**config.mk**
```make
export PLATFORM = sky130hd
export DESIGN_NAME = pinned_fifo_replacement_table_flat
export DESIGN_NICKNAME = d
export VERILOG_FILES = /design/src/hdl/pfrt_pkg.sv /design/src/hdl/pfrt_in_if.sv /design/src/hdl/pfrt_out_if.sv /design/src/hdl/pfrt_cell.sv /design/src/hdl/pinned_fifo_replacement_table.sv /design/src/flat_wrapper.sv
export SDC_FILE = /design/constraint.sdc
export NUM_CORES = 1
export LEC_CHECK = 0
export ABC_AREA = 1
export BUFFER_PORTS_ARGS = -buffer_cell sky130_fd_sc_hd__buf_4
export CAP_MARGIN = 10
export CORE_MARGIN = 8
export CORE_UTILIZATION = 38
export DETAILED_ROUTE_END_ITERATION = 16
export SLEW_MARGIN = 10
export SYNTH_ARGS = -nofsm -noshare
export SYNTH_HDL_FRONTEND = slang
export SYNTH_SLANG_ARGS = --single-unit
```
**constraint.sdc**
```tcl
create_clock -name clk -period 11.2 [get_ports clk]
set_clock_uncertainty 0.1 [all_clocks]
set_input_delay 1.12 -clock clk [delete_from_list [all_inputs] [get_ports clk]]
set_output_delay 1.12 -clock clk [all_outputs]
set_load 0.005 [all_outputs]
```
**src/hdl/pfrt_pkg.sv**
```systemverilog
// Shared types, constants and helpers for the pinned FIFO replacement table.
// No dependencies; every other file refers to this package by scoped names.
`default_nettype none

package pfrt_pkg;

  // Default sizing of the table
  localparam int CAPACITY_DEF    = 10;
  localparam int HANDLE_BITS_DEF = 32;

  // Fixed widths of the channel payload
  localparam int KIND_W   = 3;
  localparam int IDX_W    = 4;
  localparam int HANDLE_W = 32;
  localparam int COUNT_W  = 4;
  localparam int STATUS_W = 2;

  typedef enum logic [KIND_W-1:0] {
    OP_ADD    = 3'd0,
    OP_READ   = 3'd1,
    OP_PIN    = 3'd2,
    OP_UNPIN  = 3'd3,
    OP_REMOVE = 3'd4,
    OP_CLEAR  = 3'd5
  } op_e_t;

  typedef enum logic [STATUS_W-1:0] {
    ST_OK        = 2'd0,
    ST_RANGE     = 2'd1,
    ST_PIN_LIMIT = 2'd2,
    ST_NOT_FOUND = 2'd3
  } status_e_t;

  // Broadcast from the controller to every cell
  typedef struct packed {
    logic                cmp_en;   // register the per-cell hit flag
    logic                upd_en;   // apply the operation
    op_e_t               kind;
    logic [IDX_W-1:0]    idx;
    logic [HANDLE_W-1:0] key;
    logic                full;
    logic                any_hit;
    logic                pin_ok;
  } ctl_t;

  // Status reported by each cell to the controller
  typedef struct packed {
    logic                valid;
    logic                pinned;
    logic                sel_valid;   // addressed by idx and occupied
    logic                sel_pinned;  // addressed, occupied and pinned
    logic                drop_pin;    // this cell is dropped and was pinned
    logic [HANDLE_W-1:0] rd_handle;   // stored handle when addressed, else zero
  } cell_st_t;

  // Bits actually kept per entry: the handle is masked to HANDLE_BITS
  function automatic int store_bits(input int hb);
    return (hb < HANDLE_W) ? hb : HANDLE_W;
  endfunction

endpackage

`default_nettype wire

```
**src/hdl/pfrt_in_if.sv**
```systemverilog
// Operation channel of the pinned FIFO replacement table.
// Depends on pfrt_pkg for the payload widths.
`default_nettype none

interface pfrt_in_if;
  logic                           valid;
  logic                           ready;
  logic [pfrt_pkg::KIND_W-1:0]    kind;
  logic [pfrt_pkg::IDX_W-1:0]     entry_index;
  logic [pfrt_pkg::HANDLE_W-1:0]  handle;

  modport source (output valid, kind, entry_index, handle, input ready);
  modport sink   (input valid, kind, entry_index, handle, output ready);
endinterface

`default_nettype wire

```
**src/hdl/pfrt_out_if.sv**
```systemverilog
// Result channel of the pinned FIFO replacement table.
// Depends on pfrt_pkg for the payload widths.
`default_nettype none

interface pfrt_out_if;
  logic                           valid;
  logic                           ready;
  logic [pfrt_pkg::HANDLE_W-1:0]  read_handle;
  logic                           read_valid;
  logic [pfrt_pkg::COUNT_W-1:0]   entry_count;
  logic [pfrt_pkg::STATUS_W-1:0]  status;

  modport source (output valid, read_handle, read_valid, entry_count, status, input ready);
  modport sink   (input valid, read_handle, read_valid, entry_count, status, output ready);
endinterface

`default_nettype wire

```
**src/hdl/pfrt_cell.sv**
```systemverilog
// One position of the compacting list: handle, pin flag, occupancy and match flag.
// Depends on pfrt_pkg; instanced in a row by pinned_fifo_replacement_table.
`default_nettype none

module pfrt_cell #(
  parameter  int POS         = 0,
  parameter  int HANDLE_BITS = pfrt_pkg::HANDLE_BITS_DEF,
  localparam int SW          = pfrt_pkg::store_bits(HANDLE_BITS)
) (
  input  wire logic              clk,
  input  wire logic              rst_n,
  input  wire pfrt_pkg::ctl_t    ctl,
  input  wire logic              left_valid,   // occupancy of the cell to the left
  input  wire logic              seen_in,      // a hit exists further left
  output logic                   seen_out,
  input  wire logic [SW-1:0]     right_handle, // entry of the cell to the right
  input  wire logic              right_valid,
  input  wire logic              right_pinned,
  output logic [SW-1:0]          handle_out,
  output pfrt_pkg::cell_st_t     st
);

  logic [SW-1:0] handle_r;
  logic          valid_r;
  logic          pinned_r;
  logic          hit_r;

  logic sel;
  logic is_add;
  logic shift_mode;
  logic do_shift;
  logic first;
  logic append;
  logic do_pin;
  logic do_unpin;

  // Decode the broadcast operation for this position
  always_comb begin
    is_add     = (ctl.kind == pfrt_pkg::OP_ADD);
    sel        = (int'(ctl.idx) == POS);
    shift_mode = (is_add && ctl.full) || ((ctl.kind == pfrt_pkg::OP_REMOVE) && ctl.any_hit);
    do_shift   = shift_mode && (seen_in || hit_r || (is_add && !ctl.any_hit));
    first      = shift_mode && ((hit_r && !seen_in) || (is_add && !ctl.any_hit && (POS == 0)));
    append     = is_add && !ctl.full && !valid_r && left_valid;
    do_pin     = (ctl.kind == pfrt_pkg::OP_PIN) && ctl.pin_ok && sel && valid_r;
    do_unpin   = (ctl.kind == pfrt_pkg::OP_UNPIN) && sel && valid_r;
  end

  // Control state: occupancy, pin flag, hit flag
  always_ff @(posedge clk) begin
    if (!rst_n) begin
      valid_r  <= 1'b0;
      pinned_r <= 1'b0;
      hit_r    <= 1'b0;
    end else begin
      if (ctl.cmp_en) begin
        hit_r <= valid_r && ((ctl.kind == pfrt_pkg::OP_REMOVE) ?
                             (handle_r == ctl.key[SW-1:0]) : !pinned_r);
      end
      if (ctl.upd_en) begin
        priority if (ctl.kind == pfrt_pkg::OP_CLEAR) begin
          valid_r  <= 1'b0;
          pinned_r <= 1'b0;
        end else if (do_shift) begin
          valid_r  <= right_valid;
          pinned_r <= right_pinned;
        end else if (append) begin
          valid_r  <= 1'b1;
          pinned_r <= 1'b0;
        end else if (do_pin) begin
          pinned_r <= 1'b1;
        end else if (do_unpin) begin
          pinned_r <= 1'b0;
        end
      end
    end
  end

  // Handle payload: advance from the right neighbour or load a new one
  always_ff @(posedge clk) begin
    if (ctl.upd_en && (ctl.kind != pfrt_pkg::OP_CLEAR)) begin
      if (do_shift) begin
        handle_r <= right_handle;
      end else if (append) begin
        handle_r <= ctl.key[SW-1:0];
      end
    end
  end

  // Hand status and data to the neighbours and the controller
  always_comb begin
    seen_out      = seen_in | hit_r;
    handle_out    = handle_r;
    st.valid      = valid_r;
    st.pinned     = pinned_r;
    st.sel_valid  = sel && valid_r;
    st.sel_pinned = sel && valid_r && pinned_r;
    st.drop_pin   = first && pinned_r;
    st.rd_handle  = (sel && valid_r) ? pfrt_pkg::HANDLE_W'(handle_r) : '0;
  end

endmodule

`default_nettype wire

```
**src/hdl/pinned_fifo_replacement_table.sv**
```systemverilog
// Pinned FIFO replacement table: an ordered, compacting list of up to CAPACITY
// handles, each with a pin flag, held in a row of pfrt_cell instances.
//
// in_ch carries one operation per beat (add, read, pin, unpin, remove by
// handle, clear); out_ch returns exactly one result beat per operation with
// the read handle, read flag, entry count and status. Both use valid/ready.
//
// An accepted operation passes through the compare, update and done states:
// compare registers the per-cell match flags (handle compare or "unpinned"),
// update ripples the first-hit mark along the row, lets every cell hold,
// advance from its right neighbour, load or change its pin flag and registers
// the result, and done moves the result into the output register once that is
// free. A new operation is accepted only after the block is back in idle, so
// it never takes a new operation before the last one has left the done state.
// The result register separates the channels: the next operation is taken
// while a result still waits; if the receiver stalls, the finished result
// of that next operation is held until the output register frees up.
// Reset (synchronous, rst_n low) empties the list and clears all pin flags;
// no clearing pass is needed.
`default_nettype none

module pinned_fifo_replacement_table #(
  parameter int CAPACITY    = pfrt_pkg::CAPACITY_DEF,
  parameter int HANDLE_BITS = pfrt_pkg::HANDLE_BITS_DEF
) (
  input wire logic   clk,
  input wire logic   rst_n,
  pfrt_in_if.sink    in_ch,
  pfrt_out_if.source out_ch
);

  localparam int SW = pfrt_pkg::store_bits(HANDLE_BITS);
  localparam int CW = $clog2(CAPACITY + 1);

  typedef enum logic [1:0] {S_IDLE, S_CMP, S_UPD, S_DONE} state_t;

  state_t                         state_r;
  pfrt_pkg::op_e_t                kind_r;
  logic [pfrt_pkg::IDX_W-1:0]     idx_r;
  logic [pfrt_pkg::HANDLE_W-1:0]  key_r;
  logic [CW-1:0]                  count_r;
  logic [CW-1:0]                  count_nxt;
  logic [CW-1:0]                  pin_cnt_r;
  logic [CW-1:0]                  pin_cnt_nxt;

  logic [pfrt_pkg::HANDLE_W-1:0]  res_handle_r;
  logic                           res_rvalid_r;
  logic [pfrt_pkg::COUNT_W-1:0]   res_count_r;
  pfrt_pkg::status_e_t            res_status_r;
  logic [pfrt_pkg::HANDLE_W-1:0]  res_handle_nxt;
  logic                           res_rvalid_nxt;
  pfrt_pkg::status_e_t            res_status_nxt;

  logic                           out_valid_r;
  logic [pfrt_pkg::HANDLE_W-1:0]  out_handle_r;
  logic                           out_rvalid_r;
  logic [pfrt_pkg::COUNT_W-1:0]   out_count_r;
  pfrt_pkg::status_e_t            out_status_r;

  pfrt_pkg::ctl_t                 ctl;
  pfrt_pkg::cell_st_t             cst [CAPACITY];
  logic                           seen      [CAPACITY+1];
  logic                           lvalid    [CAPACITY+1];
  logic [SW-1:0]                  nb_handle [CAPACITY+1];
  logic                           nb_valid  [CAPACITY+1];
  logic                           nb_pinned [CAPACITY+1];

  logic [CAPACITY-1:0]            valid_vec;
  logic [CAPACITY-1:0]            pin_vec;
  logic                           in_range;
  logic                           sel_pinned;
  logic                           drop_pin;
  logic [pfrt_pkg::HANDLE_W-1:0]  rd_handle;
  logic                           full;
  logic                           pin_ok;
  logic                           in_acc;

  assign in_acc = in_ch.valid && in_ch.ready;
  assign full   = (count_r == CW'(CAPACITY));
  assign pin_ok = (pin_cnt_r < CW'(CAPACITY - 1));

  // Broadcast the latched operation to the row
  always_comb begin
    ctl.cmp_en  = (state_r == S_CMP);
    ctl.upd_en  = (state_r == S_UPD);
    ctl.kind    = kind_r;
    ctl.idx     = idx_r;
    ctl.key     = key_r;
    ctl.full    = full;
    ctl.any_hit = seen[CAPACITY];
    ctl.pin_ok  = pin_ok;
  end

  // Ends of the row: nothing to the left, the new entry beyond the tail on add
  assign seen[0]             = 1'b0;
  assign lvalid[0]           = 1'b1;
  assign nb_handle[CAPACITY] = key_r[SW-1:0];
  assign nb_valid[CAPACITY]  = (kind_r == pfrt_pkg::OP_ADD);
  assign nb_pinned[CAPACITY] = 1'b0;

  for (genvar i = 0; i < CAPACITY; i++) begin : g_cell
    pfrt_cell #(
      .POS         (i),
      .HANDLE_BITS (HANDLE_BITS)
    ) u_cell (
      .clk          (clk),
      .rst_n        (rst_n),
      .ctl          (ctl),
      .left_valid   (lvalid[i]),
      .seen_in      (seen[i]),
      .seen_out     (seen[i+1]),
      .right_handle (nb_handle[i+1]),
      .right_valid  (nb_valid[i+1]),
      .right_pinned (nb_pinned[i+1]),
      .handle_out   (nb_handle[i]),
      .st           (cst[i])
    );
    assign nb_valid[i]  = cst[i].valid;
    assign nb_pinned[i] = cst[i].pinned;
    assign lvalid[i+1]  = cst[i].valid;
    assign valid_vec[i] = cst[i].valid;
    assign pin_vec[i]   = cst[i].pinned;
  end

  // Gather addressed-entry data and the dropped entry's pin flag
  always_comb begin
    in_range   = 1'b0;
    sel_pinned = 1'b0;
    drop_pin   = 1'b0;
    rd_handle  = '0;
    for (int i = 0; i < CAPACITY; i++) begin
      in_range   = in_range   | cst[i].sel_valid;
      sel_pinned = sel_pinned | cst[i].sel_pinned;
      drop_pin   = drop_pin   | cst[i].drop_pin;
      rd_handle  = rd_handle  | cst[i].rd_handle;
    end
  end

  // Work out counts and the result of the operation
  always_comb begin
    count_nxt      = count_r;
    pin_cnt_nxt    = pin_cnt_r;
    res_handle_nxt = '0;
    res_rvalid_nxt = 1'b0;
    res_status_nxt = pfrt_pkg::ST_OK;
    unique case (kind_r)
      pfrt_pkg::OP_ADD: begin
        if (full) begin
          pin_cnt_nxt = pin_cnt_r - CW'(drop_pin);
        end else begin
          count_nxt = count_r + CW'(1);
        end
      end
      pfrt_pkg::OP_READ: begin
        if (in_range) begin
          res_handle_nxt = rd_handle;
          res_rvalid_nxt = 1'b1;
        end else begin
          res_status_nxt = pfrt_pkg::ST_RANGE;
        end
      end
      pfrt_pkg::OP_PIN: begin
        if (!pin_ok) begin
          res_status_nxt = pfrt_pkg::ST_PIN_LIMIT;
        end else if (in_range) begin
          pin_cnt_nxt = pin_cnt_r + CW'(!sel_pinned);
        end else begin
          res_status_nxt = pfrt_pkg::ST_RANGE;
        end
      end
      pfrt_pkg::OP_UNPIN: begin
        if (in_range) begin
          pin_cnt_nxt = pin_cnt_r - CW'(sel_pinned);
        end else begin
          res_status_nxt = pfrt_pkg::ST_RANGE;
        end
      end
      pfrt_pkg::OP_REMOVE: begin
        if (ctl.any_hit) begin
          count_nxt   = count_r - CW'(1);
          pin_cnt_nxt = pin_cnt_r - CW'(drop_pin);
        end else begin
          res_status_nxt = pfrt_pkg::ST_NOT_FOUND;
        end
      end
      pfrt_pkg::OP_CLEAR: begin
        count_nxt   = '0;
        pin_cnt_nxt = '0;
      end
      default: begin
      end
    endcase
  end

  // Sequencer, counts and output register
  always_ff @(posedge clk) begin
    if (!rst_n) begin
      state_r     <= S_IDLE;
      count_r     <= '0;
      pin_cnt_r   <= '0;
      out_valid_r <= 1'b0;
    end else begin
      // Drop the taken beat unless a new result is loaded this cycle
      if (out_valid_r && out_ch.ready && (state_r != S_DONE)) begin
        out_valid_r <= 1'b0;
      end
      unique case (state_r)
        S_IDLE: begin
          if (in_acc) begin
            kind_r  <= pfrt_pkg::op_e_t'(in_ch.kind);
            idx_r   <= in_ch.entry_index;
            key_r   <= in_ch.handle;
            state_r <= S_CMP;
          end
        end
        S_CMP: begin
          state_r <= S_UPD;
        end
        S_UPD: begin
          count_r      <= count_nxt;
          pin_cnt_r    <= pin_cnt_nxt;
          res_handle_r <= res_handle_nxt;
          res_rvalid_r <= res_rvalid_nxt;
          res_count_r  <= pfrt_pkg::COUNT_W'(count_nxt);
          res_status_r <= res_status_nxt;
          state_r      <= S_DONE;
        end
        S_DONE: begin
          if (!out_valid_r || out_ch.ready) begin
            out_valid_r  <= 1'b1;
            out_handle_r <= res_handle_r;
            out_rvalid_r <= res_rvalid_r;
            out_count_r  <= res_count_r;
            out_status_r <= res_status_r;
            state_r      <= S_IDLE;
          end
        end
        default: begin
          state_r <= S_IDLE;
        end
      endcase
    end
  end

  assign in_ch.ready        = (state_r == S_IDLE);
  assign out_ch.valid       = out_valid_r;
  assign out_ch.read_handle = out_handle_r;
  assign out_ch.read_valid  = out_rvalid_r;
  assign out_ch.entry_count = out_count_r;
  assign out_ch.status      = out_status_r;

  // Occupied cells match the entry count
  a_count_cells: assert property (@(posedge clk) disable iff (!rst_n)
    $countones(valid_vec) == int'(count_r))
    else $error("occupied cells disagree with entry count");

  // Pin counter tracks the pin flags of the row
  a_pin_cells: assert property (@(posedge clk) disable iff (!rst_n)
    $countones(pin_vec) == int'(pin_cnt_r))
    else $error("pin counter disagrees with pinned cells");

  // Only occupied cells carry a pin flag
  a_pin_occupied: assert property (@(posedge clk) disable iff (!rst_n)
    (pin_vec & ~valid_vec) == '0)
    else $error("pin flag on an empty cell");

  // An accepted beat starts the compare step next
  a_accept_seq: assert property (@(posedge clk) disable iff (!rst_n)
    in_acc |=> (state_r == S_CMP))
    else $error("accepted beat did not start the compare step");

endmodule

`default_nettype wire
```
**src/flat_wrapper.sv**
```systemverilog
// flat-port wrapper written by rule: the top's interface ports become plain ports
module pinned_fifo_replacement_table_flat 
#(
  parameter int CAPACITY    = pfrt_pkg::CAPACITY_DEF,
  parameter int HANDLE_BITS = pfrt_pkg::HANDLE_BITS_DEF
)
  (clk, rst_n, in_ch_valid, in_ch_kind, in_ch_entry_index, in_ch_handle, in_ch_ready, out_ch_valid, out_ch_read_handle, out_ch_read_valid, out_ch_entry_count, out_ch_status, out_ch_ready);
  pfrt_in_if in_ch_i ();
  pfrt_out_if out_ch_i ();
  input wire logic clk;
  input wire logic rst_n;
  input wire logic [$bits(in_ch_i.valid)-1:0] in_ch_valid;
  input wire logic [$bits(in_ch_i.kind)-1:0] in_ch_kind;
  input wire logic [$bits(in_ch_i.entry_index)-1:0] in_ch_entry_index;
  input wire logic [$bits(in_ch_i.handle)-1:0] in_ch_handle;
  output wire logic [$bits(in_ch_i.ready)-1:0] in_ch_ready;
  output wire logic [$bits(out_ch_i.valid)-1:0] out_ch_valid;
  output wire logic [$bits(out_ch_i.read_handle)-1:0] out_ch_read_handle;
  output wire logic [$bits(out_ch_i.read_valid)-1:0] out_ch_read_valid;
  output wire logic [$bits(out_ch_i.entry_count)-1:0] out_ch_entry_count;
  output wire logic [$bits(out_ch_i.status)-1:0] out_ch_status;
  input wire logic [$bits(out_ch_i.ready)-1:0] out_ch_ready;
  assign in_ch_i.valid = in_ch_valid;
  assign in_ch_i.kind = in_ch_kind;
  assign in_ch_i.entry_index = in_ch_entry_index;
  assign in_ch_i.handle = in_ch_handle;
  assign in_ch_ready = in_ch_i.ready;
  assign out_ch_valid = out_ch_i.valid;
  assign out_ch_read_handle = out_ch_i.read_handle;
  assign out_ch_read_valid = out_ch_i.read_valid;
  assign out_ch_entry_count = out_ch_i.entry_count;
  assign out_ch_status = out_ch_i.status;
  assign out_ch_i.ready = out_ch_ready;
  pinned_fifo_replacement_table #(.CAPACITY(CAPACITY), .HANDLE_BITS(HANDLE_BITS)) u_core (.clk(clk), .rst_n(rst_n), .in_ch(in_ch_i), .out_ch(out_ch_i));
endmodule
```
==> impl_metrics.json <==
{
  "drive_gt1_frac": 0.0944,
  "fmax_ghz": 0.241,
  "crit_type": "flip-flop to flip-flop",
  "cellPowerDensity_nw_per_um2": 176,
  "grt_pass1_wl_mm": 126,
  "cts-buffers-inserted": 54,
  "cts_resized": 0,
  "wirelength_mm": 85.9,
  "status": "complete, no violations",
  "ant_nets": 0,
  "required_ns": 11.55,
  "crit_family": "simple AND/OR/NAND/NOR gates",
  "rsz0062_at_grt": "no",
  "syn_area_um2": 25500,
  "routed_via_density": 5.60,
  "drtIter0Drc": 2931,
  "slew_headroom": 0.238,
  "cts_tree": "built",
  "postSynthCellCount": 2729,
  "grtUsageTotal": 0.223,
  "cp_max_fo": 24,
  "n_antenna_cell": 0,
  "maxCapViolations": 0,
  "final.period_utilization": 0.370,
  "max_slew.worst_pin.slew_ns": 1.14,
  "root_buffer": "clkbuf_16",
  "cp-end-kind": "flip-flop",
  "post_dp_cell_area_um2": 26900,
  "period_minus_slack_ns": 4.14,
  "cts-htree-levels": 2,
  "crit_start": "u_core.idx_r[0]$_DFFE_PP_",
  "drc": 0,
  "fin_nets": 2806,
  "seq_area_frac_synth": 0.548,
  "setup_violations": 0,
  "gp_congestion": 1.02,
  "ir_drop_v": 0.000111,
  "synth_seq_cells": 478,
  "drtPass1Iterations": 6,
  "chipHeight_um": 275,
  "num_vias": 20500,
  "synthToLayoutAreaGrowth_pct": 12.8,
  "start_util": 0.381,
  "stdcell_area_um2": 28700,
  "clkLatencyLatePin_ns": 0.62,
  "die_width_um": 275,
  "rows": 95,
  "io-pin-count": 84,
  "crit_chain": "nor2_1 > nand3_1 > inv_1 > nand2_1 > o211ai_1 > nor2_1 > nand3_1 > inv_1 > nor2_1 > o21ai_0 > ha_1 > fa_1 > inv_1 > nand2_1 > a21oi_1",
  "clock-sinks": 478,
  "synth_edf_count": 437,
  "path_buf_inv": 3,
  "hold_buffers": 0,
  "finalHoldViolCount": 0,
  "wire_per_inst_um": 23.4,
  "synth_cell_types": 50,
  "hold_start": "u_core.res_handle_r[28]$_SDFFCE_PN0P_",
  "critPathArrivalTime_ns": 4.50,
  "ys.flop_type": "edfxtp_1",
  "core_um2": 66800,
  "grt.overflow.total": 0,
  "crit_path_top_delay_cell": "nand3_1",
  "async_flop_share": 0,
  "tns_ns": 0,
  "first_global_vias": 19200,
  "grt_antenna_before_repair": 0,
  "path_clk_slew_ns": 0.06,
  "grt_max_degree": 69,
  "slew_violations": 0,
  "cts_setup_buffers": 0,
  "hold_class": "flip-flop to flip-flop",
  "r2r_start": "u_core.idx_r[0]$_DFFE_PP_",
  "numPortBuffers": 83,
  "die-area_um2": 75600,
  "slowest_delay_ns": 0.77,
  "crit_path_start_kind": "flip-flop",
  "dpl.hpwl_mm": 64.8,
  "synth_warnings": 0,
  "cts_buffer_depth": 3,
  "synth.net_count": 2783,
  "p_leak_uw": 0.0107,
  "syn_area_per_cell_um2": 9.33
}
## routing by layer
metal,share of wire,up-vias,GRT usage,wire [um]
li1,-,9489,-,-
met5,0,-,0,0
met2,0.42,1163,0.326,35900
met3,0.11,150,0.0523,9720
met4,0.037,0,0.0824,3200
met1,0.43,9733,0.319,37100
## worst paths after layout
kind	end	slack, ns	cells after the start
hold reg to reg	u_core.out_ch.read_handle[28]$_DFFE_PP_	0.32	0
hold / removal	u_core.out_ch.read_handle[28]$_DFFE_PP_	0.32	0
setup reg to reg	u_core.pin_cnt_r[1]$_SDFFE_PN0P_	7.06	15
setup / recovery	u_core.pin_cnt_r[1]$_SDFFE_PN0P_	7.06	15
## logic make-up (layout without fill, tap and decap cells)
kind of cell | count (synthesis) | after routing | synth area share
simple gates | 972 | 972 | 0.164
fa+ha+maj | 11 | 11 | 0.00570
xor+xnor | 217 | 217 | 0.0746
buf+inv | 460 | 528 | 0.0722
mux | 7 | 7 | 0.00309
flops | 478 | 478 | 0.548
compound gates | 584 | 584 | 0.133
## where the power goes
part	switching, uW	internal (uW)	total, uW
clock network	763	1040	1800
logic	712	306	1020
registers	78.0	2150	2230
## sequential cells by signal (all words and copies together), names as in the netlist, 2 cells and up
register	flops
u_core.res_handle_r	32
u_core.g_cell.u_cell.handle_out	320
u_core.g_cell.u_cell.hit_r	10
u_core.count_r	4
u_core.g_cell.u_cell.valid_r	10
u_core.res_count_r	4
u_core.idx_r	4
u_core.out_ch.status	2
u_core.key_r	32
u_core.kind_r	3
u_core.g_cell.u_cell.pinned_r	10
u_core.out_ch.entry_count	4
u_core.pin_cnt_r	4
u_core.res_status_r	2
u_core.state_r	2
u_core.out_ch.read_handle	32
## cells in the mapped netlist (3+ instances only)
| library cell | instances | area (um2) |
|---|---|---|
| edfxtp_1 | 437 | 13100 |
| dfxtp_1 | 41 | 821 |
| a221oi_1 | 43 | 377 |
| o21ai_0 | 258 | 1290 |
| nand2_4 | 4 | 45.0 |
| clkbuf_1 | 109 | 409 |
| nand2_2 | 5 | 31.3 |
| o221ai_1 | 9 | 78.8 |
| nor2_1 | 109 | 409 |
| ha_1 | 10 | 125 |
| o211ai_1 | 7 | 52.6 |
| nand3_1 | 73 | 365 |
| mux2_2 | 5 | 56.3 |
| inv_1 | 278 | 1040 |
| nand3b_1 | 4 | 30.0 |
| o21ai_1 | 8 | 40.0 |
| nor3_1 | 30 | 150 |
| or2_2 | 6 | 37.5 |
| inv_2 | 6 | 22.5 |
| a31oi_1 | 20 | 125 |
| xor2_1 | 55 | 482 |
| clkinv_1 | 11 | 41.3 |
| buf_1 | 8 | 30.0 |
| nand2_1 | 635 | 2380 |
| nor4_1 | 20 | 125 |
| a41oi_1 | 12 | 105 |
| buf_6 | 6 | 67.6 |
| nand4_1 | 75 | 469 |
| buf_4 | 6 | 45.0 |
| o22ai_1 | 59 | 369 |
| a21oi_1 | 140 | 701 |
| o2111ai_1 | 18 | 158 |
| xnor2_1 | 162 | 1420 |
| buf_2 | 35 | 175 |
| nor2_2 | 3 | 18.8 |
## cell usage in the layout (no fill, tap or decap), types with 10 or more instances in the layout
cell type,n
ha_1,10
edfxtp_1,437
nand2_1,633
clkbuf_1,10
nor2_1,106
o2111ai_1,18
a31oi_1,20
clkbuf_16,57
dfxtp_1,41
nor4_1,20
o22ai_1,59
nor3_1,30
a41oi_1,12
xor2_1,55
inv_1,277
a221oi_1,43
nand4_1,75
nand3_1,73
xnor2_1,162
clkinv_1,22
o21ai_0,258
buf_4,131
a21oi_1,132
## final cells by class
cell class | instances | area (um2)
clock inverter | 31 | 278
tap | 873 | 1090
multi-input combinational | 1791 | 9800
timing repair buffer | 132 | 1000
sequential | 478 | 13900
clock buffer | 70 | 1510
fill | 6514 | 38100
inverter | 295 | 1110
## worst register-to-register path: cells and delay by family, from the launching register on
family | cells | cell delay (ns)
AOI/OAI and AO/OA | 3 | 0.25
adders and majority gates | 2 | 0.77
buffers and inverters | 3 | 0.90
DFF | 1 | 0.42
and+or+nand+nor | 7 | 1.54
## through the flow
stage          hold WS (ns)  power (uW)   util  setup slack, ns  instances
2_1_floorplan         0.300        2950      -             7.32       2729
3_3_place_gp          0.302        3230  0.403             7.23       3568
3_5_place_dp          0.306        3260  0.403             7.15       3568
4_1_cts               0.319        5060  0.430             7.13       3669
5_1_grt               0.321        5250  0.430             6.69       3670
6_report              0.317        5050  0.430             7.06       3670
Power figures use the tool's default switching activity.
